`config.mk`:
```
export PLATFORM = sky130hd
export DESIGN_NAME = lru_page_replacement
export DESIGN_NICKNAME = d
export VERILOG_FILES = /design/src/rtl/lpr_pkg.sv /design/src/rtl/lru_page_replacement.sv /design/src/rtl/lpr_ctrl.sv /design/src/rtl/lpr_datapath.sv
export SDC_FILE = /design/constraint.sdc
export NUM_CORES = 2
export LEC_CHECK = 0
export ABC_AREA = 1
export BUFFER_PORTS_ARGS = -buffer_cell sky130_fd_sc_hd__buf_2
export CAP_MARGIN = 20
export CORE_UTILIZATION = 60
export CTS_BUF_LIST = sky130_fd_sc_hd__clkbuf_8 sky130_fd_sc_hd__clkbuf_16
export DETAILED_ROUTE_END_ITERATION = 12
export PLACE_DENSITY = 0.79
export SLEW_MARGIN = 20
export SYNTH_ARGS = -nofsm -noshare
export SYNTH_HDL_FRONTEND = slang
export SYNTH_SLANG_ARGS = --single-unit
```
`constraint.sdc`:
```
create_clock -name clk_i -period 4.9 [get_ports clk_i]
set_clock_uncertainty 0.2 [all_clocks]
set_input_delay 0.245 -clock clk_i [delete_from_list [all_inputs] [get_ports clk_i]]
set_output_delay 0.245 -clock clk_i [all_outputs]
set_load 0.01 [all_outputs]
```
`src/rtl/lpr_pkg.sv`:
```
// Shared constants, types and controller states for the LRU page replacement block.
`default_nettype none
package lpr_pkg;

  localparam int MAX_FRAMES = 16;
  localparam int PAGE_BITS  = 16;
  localparam int FRAME_W    = $clog2(MAX_FRAMES);
  localparam int CFG_W      = 5;
  localparam int TOTAL_W    = 32;

  localparam logic [CFG_W-1:0] CFG_RESET = CFG_W'(MAX_FRAMES);

  typedef enum logic [1:0] {
    ST_IDLE,
    ST_LOOKUP,
    ST_COMMIT
  } lpr_state_e;

  typedef struct packed {
    logic load;
    logic decide;
    logic commit;
  } lpr_cmd_t;

endpackage
`default_nettype wire

```
`src/rtl/lru_page_replacement.sv`:
```
// Top level of the LRU page replacement block.
// A reference beat is taken on page_i at a rising edge where start is high
// and busy is low. The block then looks the page up in the active frames,
// decides between hit, fill of the lowest empty frame and eviction of the
// least recently used frame, and commits the new table and ranks.
// Each reference goes through capture, lookup and commit in turn. The result
// beat is registered at the commit and shown on fault_o, frame_index_o,
// victim_page_o and fault_total_o, marked by done_o for exactly one cycle.
// A new reference is accepted only once the previous one has committed, in
// the same cycle that the previous result beat is shown. The lookup compares
// all frames in parallel and finds the oldest active frame by a full rank
// comparison.
// The receiver cannot stall, so every result beat must be taken when shown.
// The user must write the frame count through cfg_we_i and cfg_wdata_i only
// while idle, which the block does not enforce; 0 acts as 1, above 16 as 16.
// Reset empties all frames, sets the rank of each frame to its index, clears
// the fault total and sets the frame count to 16.
// A reference to page 0 changes nothing and reports a hit on frame 0.
`default_nettype none
module lru_page_replacement
  import lpr_pkg::*;
(
  input  wire logic                 clk_i,
  input  wire logic                 rst_ni,
  input  wire logic                 start,
  output logic                      busy,
  input  wire logic [PAGE_BITS-1:0] page_i,
  input  wire logic                 cfg_we_i,
  input  wire logic [CFG_W-1:0]     cfg_wdata_i,
  output logic                      done_o,
  output logic                      fault_o,
  output logic [FRAME_W-1:0]        frame_index_o,
  output logic [PAGE_BITS-1:0]      victim_page_o,
  output logic [TOTAL_W-1:0]        fault_total_o
);

  lpr_cmd_t cmd;

  lpr_ctrl u_ctrl (
    .clk_i  (clk_i),
    .rst_ni (rst_ni),
    .start  (start),
    .busy   (busy),
    .done_o (done_o),
    .cmd_o  (cmd)
  );

  lpr_datapath u_datapath (
    .clk_i         (clk_i),
    .rst_ni        (rst_ni),
    .cmd_i         (cmd),
    .page_i        (page_i),
    .cfg_we_i      (cfg_we_i),
    .cfg_wdata_i   (cfg_wdata_i),
    .fault_o       (fault_o),
    .frame_index_o (frame_index_o),
    .victim_page_o (victim_page_o),
    .fault_total_o (fault_total_o)
  );

endmodule
`default_nettype wire

```
`src/rtl/lpr_ctrl.sv`:
```
// Controller state machine that sequences capture, lookup and commit of one reference.
`default_nettype none
module lpr_ctrl
  import lpr_pkg::*;
(
  input  wire logic     clk_i,
  input  wire logic     rst_ni,
  input  wire logic     start,
  output logic          busy,
  output logic          done_o,
  output lpr_cmd_t      cmd_o
);

  lpr_state_e state_q, state_d;
  logic       done_q;

  always_ff @(posedge clk_i or negedge rst_ni) begin
    if (!rst_ni) begin
      state_q <= ST_IDLE;
      done_q  <= 1'b0;
    end else begin
      state_q <= state_d;
      done_q  <= cmd_o.commit;
    end
  end

  always_comb begin
    state_d = state_q;
    cmd_o   = '0;
    busy    = 1'b1;
    unique case (state_q)
      ST_IDLE: begin
        busy = 1'b0;
        if (start) begin
          cmd_o.load = 1'b1;
          state_d    = ST_LOOKUP;
        end
      end
      ST_LOOKUP: begin
        cmd_o.decide = 1'b1;
        state_d      = ST_COMMIT;
      end
      ST_COMMIT: begin
        cmd_o.commit = 1'b1;
        state_d      = ST_IDLE;
      end
      default: begin
        state_d = ST_IDLE;
      end
    endcase
  end

  assign done_o = done_q;

endmodule
`default_nettype wire

```
`src/rtl/lpr_datapath.sv`:
```
// Frame table, recency ranks, fault counter and result registers.
`default_nettype none
module lpr_datapath
  import lpr_pkg::*;
(
  input  wire logic                 clk_i,
  input  wire logic                 rst_ni,
  input  wire lpr_cmd_t             cmd_i,
  input  wire logic [PAGE_BITS-1:0] page_i,
  input  wire logic                 cfg_we_i,
  input  wire logic [CFG_W-1:0]     cfg_wdata_i,
  output logic                      fault_o,
  output logic [FRAME_W-1:0]        frame_index_o,
  output logic [PAGE_BITS-1:0]      victim_page_o,
  output logic [TOTAL_W-1:0]        fault_total_o
);

  logic [PAGE_BITS-1:0]  frame_q [MAX_FRAMES];
  logic [FRAME_W-1:0]    rank_q  [MAX_FRAMES];
  logic [TOTAL_W-1:0]    count_q, count_d;
  logic [CFG_W-1:0]      cfg_q;
  logic [PAGE_BITS-1:0]  page_q;

  logic                  dec_use_q, dec_fault_q;
  logic [FRAME_W-1:0]    dec_idx_q;
  logic [PAGE_BITS-1:0]  dec_victim_q;

  logic                  out_fault_q;
  logic [FRAME_W-1:0]    out_idx_q;
  logic [PAGE_BITS-1:0]  out_victim_q;
  logic [TOTAL_W-1:0]    out_total_q;

  logic [CFG_W-1:0]      n_act;
  logic [MAX_FRAMES-1:0] act, hit, empty, oldest;
  logic [FRAME_W-1:0]    hit_idx, empty_idx, old_idx, sel_idx;
  logic                  use_c, fault_c;
  logic [PAGE_BITS-1:0]  victim_c;

  always_comb begin
    if (cfg_q == '0) begin
      n_act = CFG_W'(1);
    end else if (cfg_q > CFG_W'(MAX_FRAMES)) begin
      n_act = CFG_W'(MAX_FRAMES);
    end else begin
      n_act = cfg_q;
    end
  end

  always_comb begin
    hit_idx   = '0;
    empty_idx = '0;
    old_idx   = '0;
    for (int i = 0; i < MAX_FRAMES; i++) begin
      act[i]    = CFG_W'(i) < n_act;
      hit[i]    = act[i] && (frame_q[i] == page_q);
      empty[i]  = act[i] && (frame_q[i] == '0);
    end
    for (int i = 0; i < MAX_FRAMES; i++) begin
      oldest[i] = act[i];
      for (int j = 0; j < MAX_FRAMES; j++) begin
        if (act[j] && (rank_q[j] > rank_q[i])) begin
          oldest[i] = 1'b0;
        end
      end
    end
    for (int i = MAX_FRAMES - 1; i >= 0; i--) begin
      if (hit[i]) begin
        hit_idx = FRAME_W'(i);
      end
      if (empty[i]) begin
        empty_idx = FRAME_W'(i);
      end
      if (oldest[i]) begin
        old_idx = FRAME_W'(i);
      end
    end
  end

  always_comb begin
    use_c    = page_q != '0;
    fault_c  = 1'b0;
    sel_idx  = '0;
    victim_c = '0;
    if (use_c) begin
      if (|hit) begin
        sel_idx = hit_idx;
      end else if (|empty) begin
        fault_c = 1'b1;
        sel_idx = empty_idx;
      end else begin
        fault_c  = 1'b1;
        sel_idx  = old_idx;
        victim_c = frame_q[old_idx];
      end
    end
  end

  always_comb begin
    count_d = count_q;
    if (dec_use_q && dec_fault_q && (count_q != '1)) begin
      count_d = count_q + TOTAL_W'(1);
    end
  end

  always_ff @(posedge clk_i or negedge rst_ni) begin
    if (!rst_ni) begin
      cfg_q   <= CFG_RESET;
      count_q <= '0;
      for (int i = 0; i < MAX_FRAMES; i++) begin
        frame_q[i] <= '0;
        rank_q[i]  <= FRAME_W'(i);
      end
    end else begin
      if (cfg_we_i) begin
        cfg_q <= cfg_wdata_i;
      end
      if (cmd_i.commit) begin
        count_q <= count_d;
        if (dec_use_q) begin
          if (dec_fault_q) begin
            frame_q[dec_idx_q] <= page_q;
          end
          for (int i = 0; i < MAX_FRAMES; i++) begin
            if (FRAME_W'(i) == dec_idx_q) begin
              rank_q[i] <= '0;
            end else if (rank_q[i] < rank_q[dec_idx_q]) begin
              rank_q[i] <= rank_q[i] + FRAME_W'(1);
            end
          end
        end
      end
    end
  end

  always_ff @(posedge clk_i) begin
    if (cmd_i.load) begin
      page_q <= page_i;
    end
    if (cmd_i.decide) begin
      dec_use_q    <= use_c;
      dec_fault_q  <= fault_c;
      dec_idx_q    <= sel_idx;
      dec_victim_q <= victim_c;
    end
    if (cmd_i.commit) begin
      out_fault_q  <= dec_fault_q;
      out_idx_q    <= dec_idx_q;
      out_victim_q <= dec_victim_q;
      out_total_q  <= count_d;
    end
  end

  assign fault_o       = out_fault_q;
  assign frame_index_o = out_idx_q;
  assign victim_page_o = out_victim_q;
  assign fault_total_o = out_total_q;

endmodule
`default_nettype wire

```
# Yosys cells after proc, flatten, opt, wreduce, memory -nomap -nowiden

Cells that the tools add are included.
W data, S select, Z words.

Input bits: 25
Bits in registers: 451

Bitwise operators: 3
Multiplexer cells: 358
Equality and inequality tests: 35
Reductions and logical operators: 347
$lt $le $gt $ge: 292
Add/sub/neg operators: 17

Operators with widths:

| cell                    | count |
|---|---|
| $gt A4 B4 Y1            | 256 |
| $mux W4                 | 84 |
| $logic_and A1 B1 Y1     | 291 |
| $mux W1                 | 262 |
| $bwmux W256             | 1 |
| $eq A16 B16 Y1          | 16 |
| $logic_not A16 Y1       | 16 |
| $add A4 B1 Y4 const B   | 16 |
| $bmux W16 S4            | 1 |
| $demux W16 S4           | 1 |
| $lt A4 B4 Y1            | 16 |
| $reduce_and A3 Y1       | 17 |
| $mux W16                | 3 |
| $lt A4 B5 Y1 const A    | 8 |
| $reduce_or A33 Y1       | 1 |
| $add A32 B1 Y32 const B | 1 |
| $eq A4 B4 Y1 const A    | 8 |
| $mux W32                | 1 |
| $ne A32 B32 Y1 const B  | 1 |
| $reduce_bool A2 Y1      | 16 |
| $reduce_or A16 Y1       | 2 |
| $lt A3 B5 Y1 const A    | 4 |
| $bmux W4 S4             | 1 |
| $eq A3 B4 Y1 const A    | 4 |
| other kinds (19)        | 25 |

# Logic depth before layout (Yosys ltp)

Depth in word-level cells: 41
Mapped depth: 35

# By module

From an unflattened synthesis, not the netlist that was laid out.

Cell total of the unflattened synthesis: 5236
Area total of the unflattened synthesis: 39019.9 um^2

Modules (own cells, without submodules):

| module       | times used | area each (um^2) | cells each | seq. area each (um^2) |
|---|---|---|---|---|
| lpr_datapath | 1          | 38901.1          | 5223       | 11707.5 |
| lpr_ctrl     | 1          | 118.9            | 13         | 75.1 |

# Worst setup path after synthesis

OpenSTA, ideal clock, no wires.

Path type: reg2reg
From: reg u_datapath.dec_idx_q[1]
To: reg u_datapath.rank_q[14] (netlist bit)
Period minus slack after synthesis: 4.227 ns
Setup time: 0.073 ns
Path buffers: 2
Stages on the path, launching flop included: 18
Arrival: 3.954 ns
Required time: 4.627 ns
Setup slack: 0.673 ns
Cells stage by stage: edfxtp_1 -> nand2_1 -> clkbuf_1 -> clkbuf_1 -> o22ai_1 -> o21ai_0 -> nand2_1 -> a221oi_1 -> ha_1 -> a21boi_0 -> o21a_1 -> o21a_1 -> o21ai_0 -> nand2_1 -> inv_1 -> nand2_1 -> xor2_1 -> a21oi_1

Longest elaborated chain between the ends: 7
Elaborated cells on any way between the ends: 9
Those cells by class: order compare (1); eq/ne (1); mux (4); bitwise (1); reduce/logical (2)

RTL lines:

| item                                        | line                | RTL |
|---|---|---|
| from (decl)                                 | lpr_datapath.sv:25  | `logic [FRAME_W-1:0] dec_idx_q;` |
| from (signal assigned)                      | lpr_datapath.sv:142 | `dec_idx_q <= sel_idx;` |
| $not A4 Y5 (implied by the code)            | lpr_datapath.sv:126 | `end else if (rank_q[i] < rank_q[dec_idx_q]) begin` |
| $bmux W4 S4                                 | lpr_datapath.sv:126 |  |
| $mux W4 (implied by the code) (2 in series) | lpr_datapath.sv:126 |  |
| $lt A4 B4 Y1                                | lpr_datapath.sv:126 |  |
| $reduce_bool A2 Y1 (no line)                | --                  |  |
| $reduce_and A3 Y1 (no line)                 | --                  |  |
| to (signal, indexed assignment)             | lpr_datapath.sv:111 | `rank_q[i] <= FRAME_W'(i);` |
| to (signal, indexed assignment)             | lpr_datapath.sv:127 | `rank_q[i] <= rank_q[i] + FRAME_W'(1);` |
| to (decl)                                   | lpr_datapath.sv:19  | `logic [FRAME_W-1:0] rank_q [MAX_FRAMES];` |

Parallel ways exist; a longest one is shown, timed or not. The select of a mux whose other input is x is not followed.
A chain may end at the register's enable or synchronous reset.

# Worst setup path after layout

From: reg u_datapath.rank_q[23] (netlist bit)
To: reg u_datapath.dec_victim_q[11] (data pin)

Longest elaborated chain between the ends: 33
Elaborated cells on any way between the ends: 188
Those cells by class: order compare (31); mux (125); bitwise (1); reduce/logical (31)

RTL lines:

| item                                           | line                | RTL |
|---|---|---|
| $gt A4 B4 Y1                                   | lpr_datapath.sv:61  | `if (act[j] && (rank_q[j] > rank_q[i])) begin` |
| $logic_and A1 B1 Y1                            | lpr_datapath.sv:61  |  |
| $mux W1 (16 in series)                         | lpr_datapath.sv:61  |  |
| $mux W4 (10 in series)                         | lpr_datapath.sv:73  | `if (oldest[i]) begin` |
| $mux W4 *                                      | lpr_datapath.sv:73  |  |
| $not A4 Y5 (implied by the code) *             | lpr_datapath.sv:93  | `victim_c = frame_q[old_idx];` |
| $bmux W16 S4 *                                 | lpr_datapath.sv:93  |  |
| $mux W16 (implied by the code) * (2 in series) | lpr_datapath.sv:93  |  |
| to (signal assigned)                           | lpr_datapath.sv:143 | `dec_victim_q <= victim_c;` |
| to (decl)                                      | lpr_datapath.sv:26  | `logic [PAGE_BITS-1:0] dec_victim_q;` |

Every way passes the cells marked *; elsewhere a longest branch is shown, timed or not. The select of a mux whose other input is x is not followed.

==> results.md <==
- After layout, the worst setup slack is 146.3 ps.
- In this run the cell area measured after placement is 41370 µm².
- The horizontal die dimension is 255.9 µm.
- The number of rows in the core area is 92.
- The register-to-register path setup slack is 150 ps.
- The minimum setup slack after placement is 125.9 ps.
- The share of total power dissipated in combinational logic is 0.666.
- The transition time at the pin with the least slew margin is 1072 ps.
- The via density per instance is 6.455.
- TritonCTS built the clock tree.
- The synthesized netlist net count is 5732.
- The deepest level of the CTS H-tree is 2.
- The count of different cell masters after synthesis is 64.
- From synthesis to final layout, the design area changed by 12.51%.
- In this run the cell area of the synthesized design comes to 38680 µm².
- The number of endpoints failing setup at the final stage is 0.
- The final count of pins violating max slew came to 0.
- Counting flops with a built-in enable in the synthesized netlist gives 91.
- In this run the remaining antenna-violating nets after routing total 0.
- The share of total power dissipated in sequential elements is 0.215.
- The kind of start point of the critical path is a flop.
- The data arrival time of the worst path is 5020 ps.
- The global-route usage over all layers is 0.4785.
- The share of synthesized flip-flops with an asynchronous set or reset is 0.7982.
- The areal power density over the cells is 738.2 nW/µm².
- The flip-flop and latch count after synthesis is 451.
- Cell internal power was estimated by the tool at 15.07 mW.
- Counting every instance in the synthesized netlist gives 5162.
- Leaving out fill and tap cells, the most frequent cells in the layout are nand2_1 (1070), inv_1 (605), ha_1 (545).
- The run finished with clean final reports.
- The routability congestion estimate from global placement is 1.111.
- The analysis attributes to net switching a power of 17.06 mW.
- The final cycle utilization of the critical path is 0.9701.
- During placement, the flow inserted port buffers numbering 79.
- The setup path with the least slack is of type reg2reg.
- The number of sinks on the clock net is 451.
- The cell type contributing the most total cell area after synthesis is dfrtp_1.
- The library cell used most frequently in the layout, excluding fill and tap cells, is nand2_1.
- The leakage dissipation is 21.59 nW.
- Yosys attributes the largest share of cell area to dfrtp_1 (21%), ha_1 (18%), nand2_1 (10%), edfxtp_1 (7.1%), nand3_1 (7.0%).
- The fraction of the core area covered by cells at the end of the flow is 0.6862.
- STA classifies the critical path endpoint as a flop.
- The share of total power dissipated in the clock network is 0.118.
- Of the total power, the share spent switching nets is 0.5310.
- The count of endpoints failing hold in the final timing report came to 0.
- The headroom to the max-slew limit is 0.2834.
- The area of the placeable core is 63430 µm².
- The path type of the worst min-delay path is in2reg.
- The Yosys step of the flow raised 0 warnings.
- TritonCTS created 49 clock buffers.
- Measured along the y axis, the die boundary spans 255.9 µm.
- The detailed router finished its first iteration with 5173 violations.
- Each instance of the synthesized netlist takes up on average 7.493 µm².
- Of the synthesized area, sequential elements account for 0.3046.
- The area enclosed by the die boundary is 65490 µm².
- The initial utilization of the core area, before any placement, comes to 0.6099.
- The tool flagged a number of max-cap violations equal to 0.
- In the synthesized netlist the dominant register cell turns out to be dfrtp_1.
- The pre-antenna-repair detailed-routing pass consisted of 6 iterations.
- Entering global routing, the biggest net connects 130 pins.
- The post-route minimum period is 4754 ps.
- The number of global-route vias before repair was 38030.
- In the final timing run, aggregate negative setup slack is 0 ps.
- The share of layout cells above drive strength 1 is 0.08914.
- In this run the worst path has a maximum fanout of 14.
- In this run the count of I/O pins placed on the die edge is 80.
- After clock tree synthesis, the clock-pin slew on the worst setup and hold paths is 70 ps.
- At the later pin of the worst-skew pair, clock insertion delay measures 640 ps.
- The cell sitting at the root of the clock tree is a clkbuf_16.
- After routing the design area is 43520 µm².
- STA puts the critical path data required time at 5170 ps.
- The wire length per cell after detailed routing is 25.42 µm.
- The first global-routing pass estimated 237200 µm of wire.
- The fraction of synthesized cell area taken by the top area cell type is 0.2115.
- The remaining routing DRC violations is 0.
- IR analysis of the VDD net gives a maximum drop of 479.8 µV.
- At the end of the flow, the number of nets in the layout was 5937.
- No sink is reached through more buffers than the 3 on the longest clock path.
- The number of antenna violations at the first check in global routing came to 6.
- Summed over all layers, the global routing overflow is 0.
- The filler cells instantiated in the layout total 5350.
- The routed layout has 40380 vias.
- Timing would allow up to 210.4 MHz.
- On the final layout, the worst hold slack is 117.6 ps.
- For this block, the routed nets add up to 159000 µm of wire.
- The half-perimeter wire length of the detailed placement result is 117400 µm.
==> path summary, 6_finish.rpt <==
kind	startpoint	endpoint	cells past startpoint
setup / recovery	u_datapath.rank_q[23]$_DFFE_PN1P_	u_datapath.dec_victim_q[11]$_SDFFCE_PP0N_	21
min in group asynchronous	rst_ni	u_datapath.rank_q[30]$_DFFE_PN0P_	3
max in group asynchronous	rst_ni	u_datapath.rank_q[26]$_DFFE_PN0P_	4
hold / removal	page_i[12]	u_datapath.page_q[12]$_DFFE_PP_	2
setup reg to reg	u_datapath.rank_q[23]$_DFFE_PN1P_	u_datapath.dec_victim_q[11]$_SDFFCE_PP0N_	21
hold reg to reg	u_ctrl.state_q[1]$_DFFE_PN0P_	u_ctrl.state_q[1]$_DFFE_PN0P_	1
==> repair_timing <==
item / in CTS / in global routing
hold endpoints to repair: 136 / 0
gates resized for setup: 0 / 8
hold buffers: 35 / 0
endpoints found under the setup margin: 0 / 16
buffers inserted: 0 / 13
==> routing by layer <==
layer / routed length (µm) / up-vias / track usage
li1: - / 18110 / -
met1: 58490 / 18780 / 0.5918
met2: 68670 / 2668 / 0.7310
met3: 17430 / 815 / 0.1034
met4: 14370 / 8 / 0.3664
met5: 54 / - / 0
==> state kept, by name, summed over array words and instances (netlist names), 2 cells and up <==
name,flops
u_datapath.frame_q,256
u_datapath.rank_q,64
u_datapath.count_q,32
u_datapath.fault_total_o,32
u_datapath.dec_victim_q,16
u_datapath.page_q,16
u_datapath.victim_page_o,16
u_datapath.cfg_q,5
u_datapath.dec_idx_q,4
u_datapath.frame_index_o,4
u_ctrl.state_q,2
==> through the flow <==
stage | std cells | power, mW
floorplan | 5162 | 19.77
global placement | 6113 | 26.76
detailed placement | 6113 | 27.20
CTS | 6239 | 31.12
global route | 6254 | 34.41
finish | 6255 | 32.13
==> power by group through the flow <==
stage               clock network [mW]  registers, mW  logic [mW]
detailed placement                   0           6.83        20.4
global route                      3.94           6.98        23.5
finish                            3.81           6.91        21.4
floorplan                            0           6.47        13.3
CTS                               3.80           6.79        20.5
global placement                     0           6.82        19.9
==> cells in the mapped netlist (all sizes together), types with 2 or more instances <==
cell type and instances:
nand2 1078, inv 613, ha 545, nand3 538
o21ai 440, dfrtp 327, nor2 297, a21oi 195
clkbuf 138, nand4 131, xor2 130, edfxtp 91
nor4 83, xnor2 72, nor3 69, buf 65
nand3b 51, o22ai 35, o211ai 34, dfstp 33
o21bai 28, o21a 25, a21boi 20, a31oi 15
o2111ai 13, a22oi 11, o31ai 11, o221ai 10
a2111oi 9, a221oi 9, a211oi 7, a21o 6
nor3b 5, a32oi 4, nor4b 4, and3 3
a31o 2, clkinv 2
==> worst max-delay path, cell delays in order (launching register included) <==
cell        delay (ps)
dfstp_2            720
clkinvlp_4         230
ha_1               340
nand2_1             90
inv_1               40
a221oi_1           350
nor2_1              70
nor2_1             270
nand2_1             80
nor2_1             250
a21boi_1           150
nand2_1             90
a31oi_1            100
o21ai_1            250
nand3_2            190
inv_2              200
buf_12             160
buf_4              120
nand3_1             70
nand3_1            110
nand3_1            250
a21oi_1            250
==> logic make-up after synthesis <==
group                    share of synthesized area
adder cells (fa/ha/maj)                     0.1763
flip-flops                                  0.3046
buffers and inverters                      0.08171
XOR/XNOR                                   0.04574
AND/OR/NAND/NOR                             0.2613
AO/OA/AOI/OAI                               0.1304
==> cell type report <==
cell class | instances | area [µm²] | share of cell area
inverters | 615 | 2326 | 0.05344
flip-flops and latches | 451 | 11780 | 0.2707
clock inverters | 30 | 230.2 | 0.005290
diodes | 2 | 5.005 | 0.0001150
clock buffers | 61 | 1403 | 0.03223
well taps | 846 | 1059 | 0.02432
repair buffers | 357 | 2885 | 0.06629
multi-input cells | 3893 | 23830 | 0.5476
(Power assumes the default switching activity.)
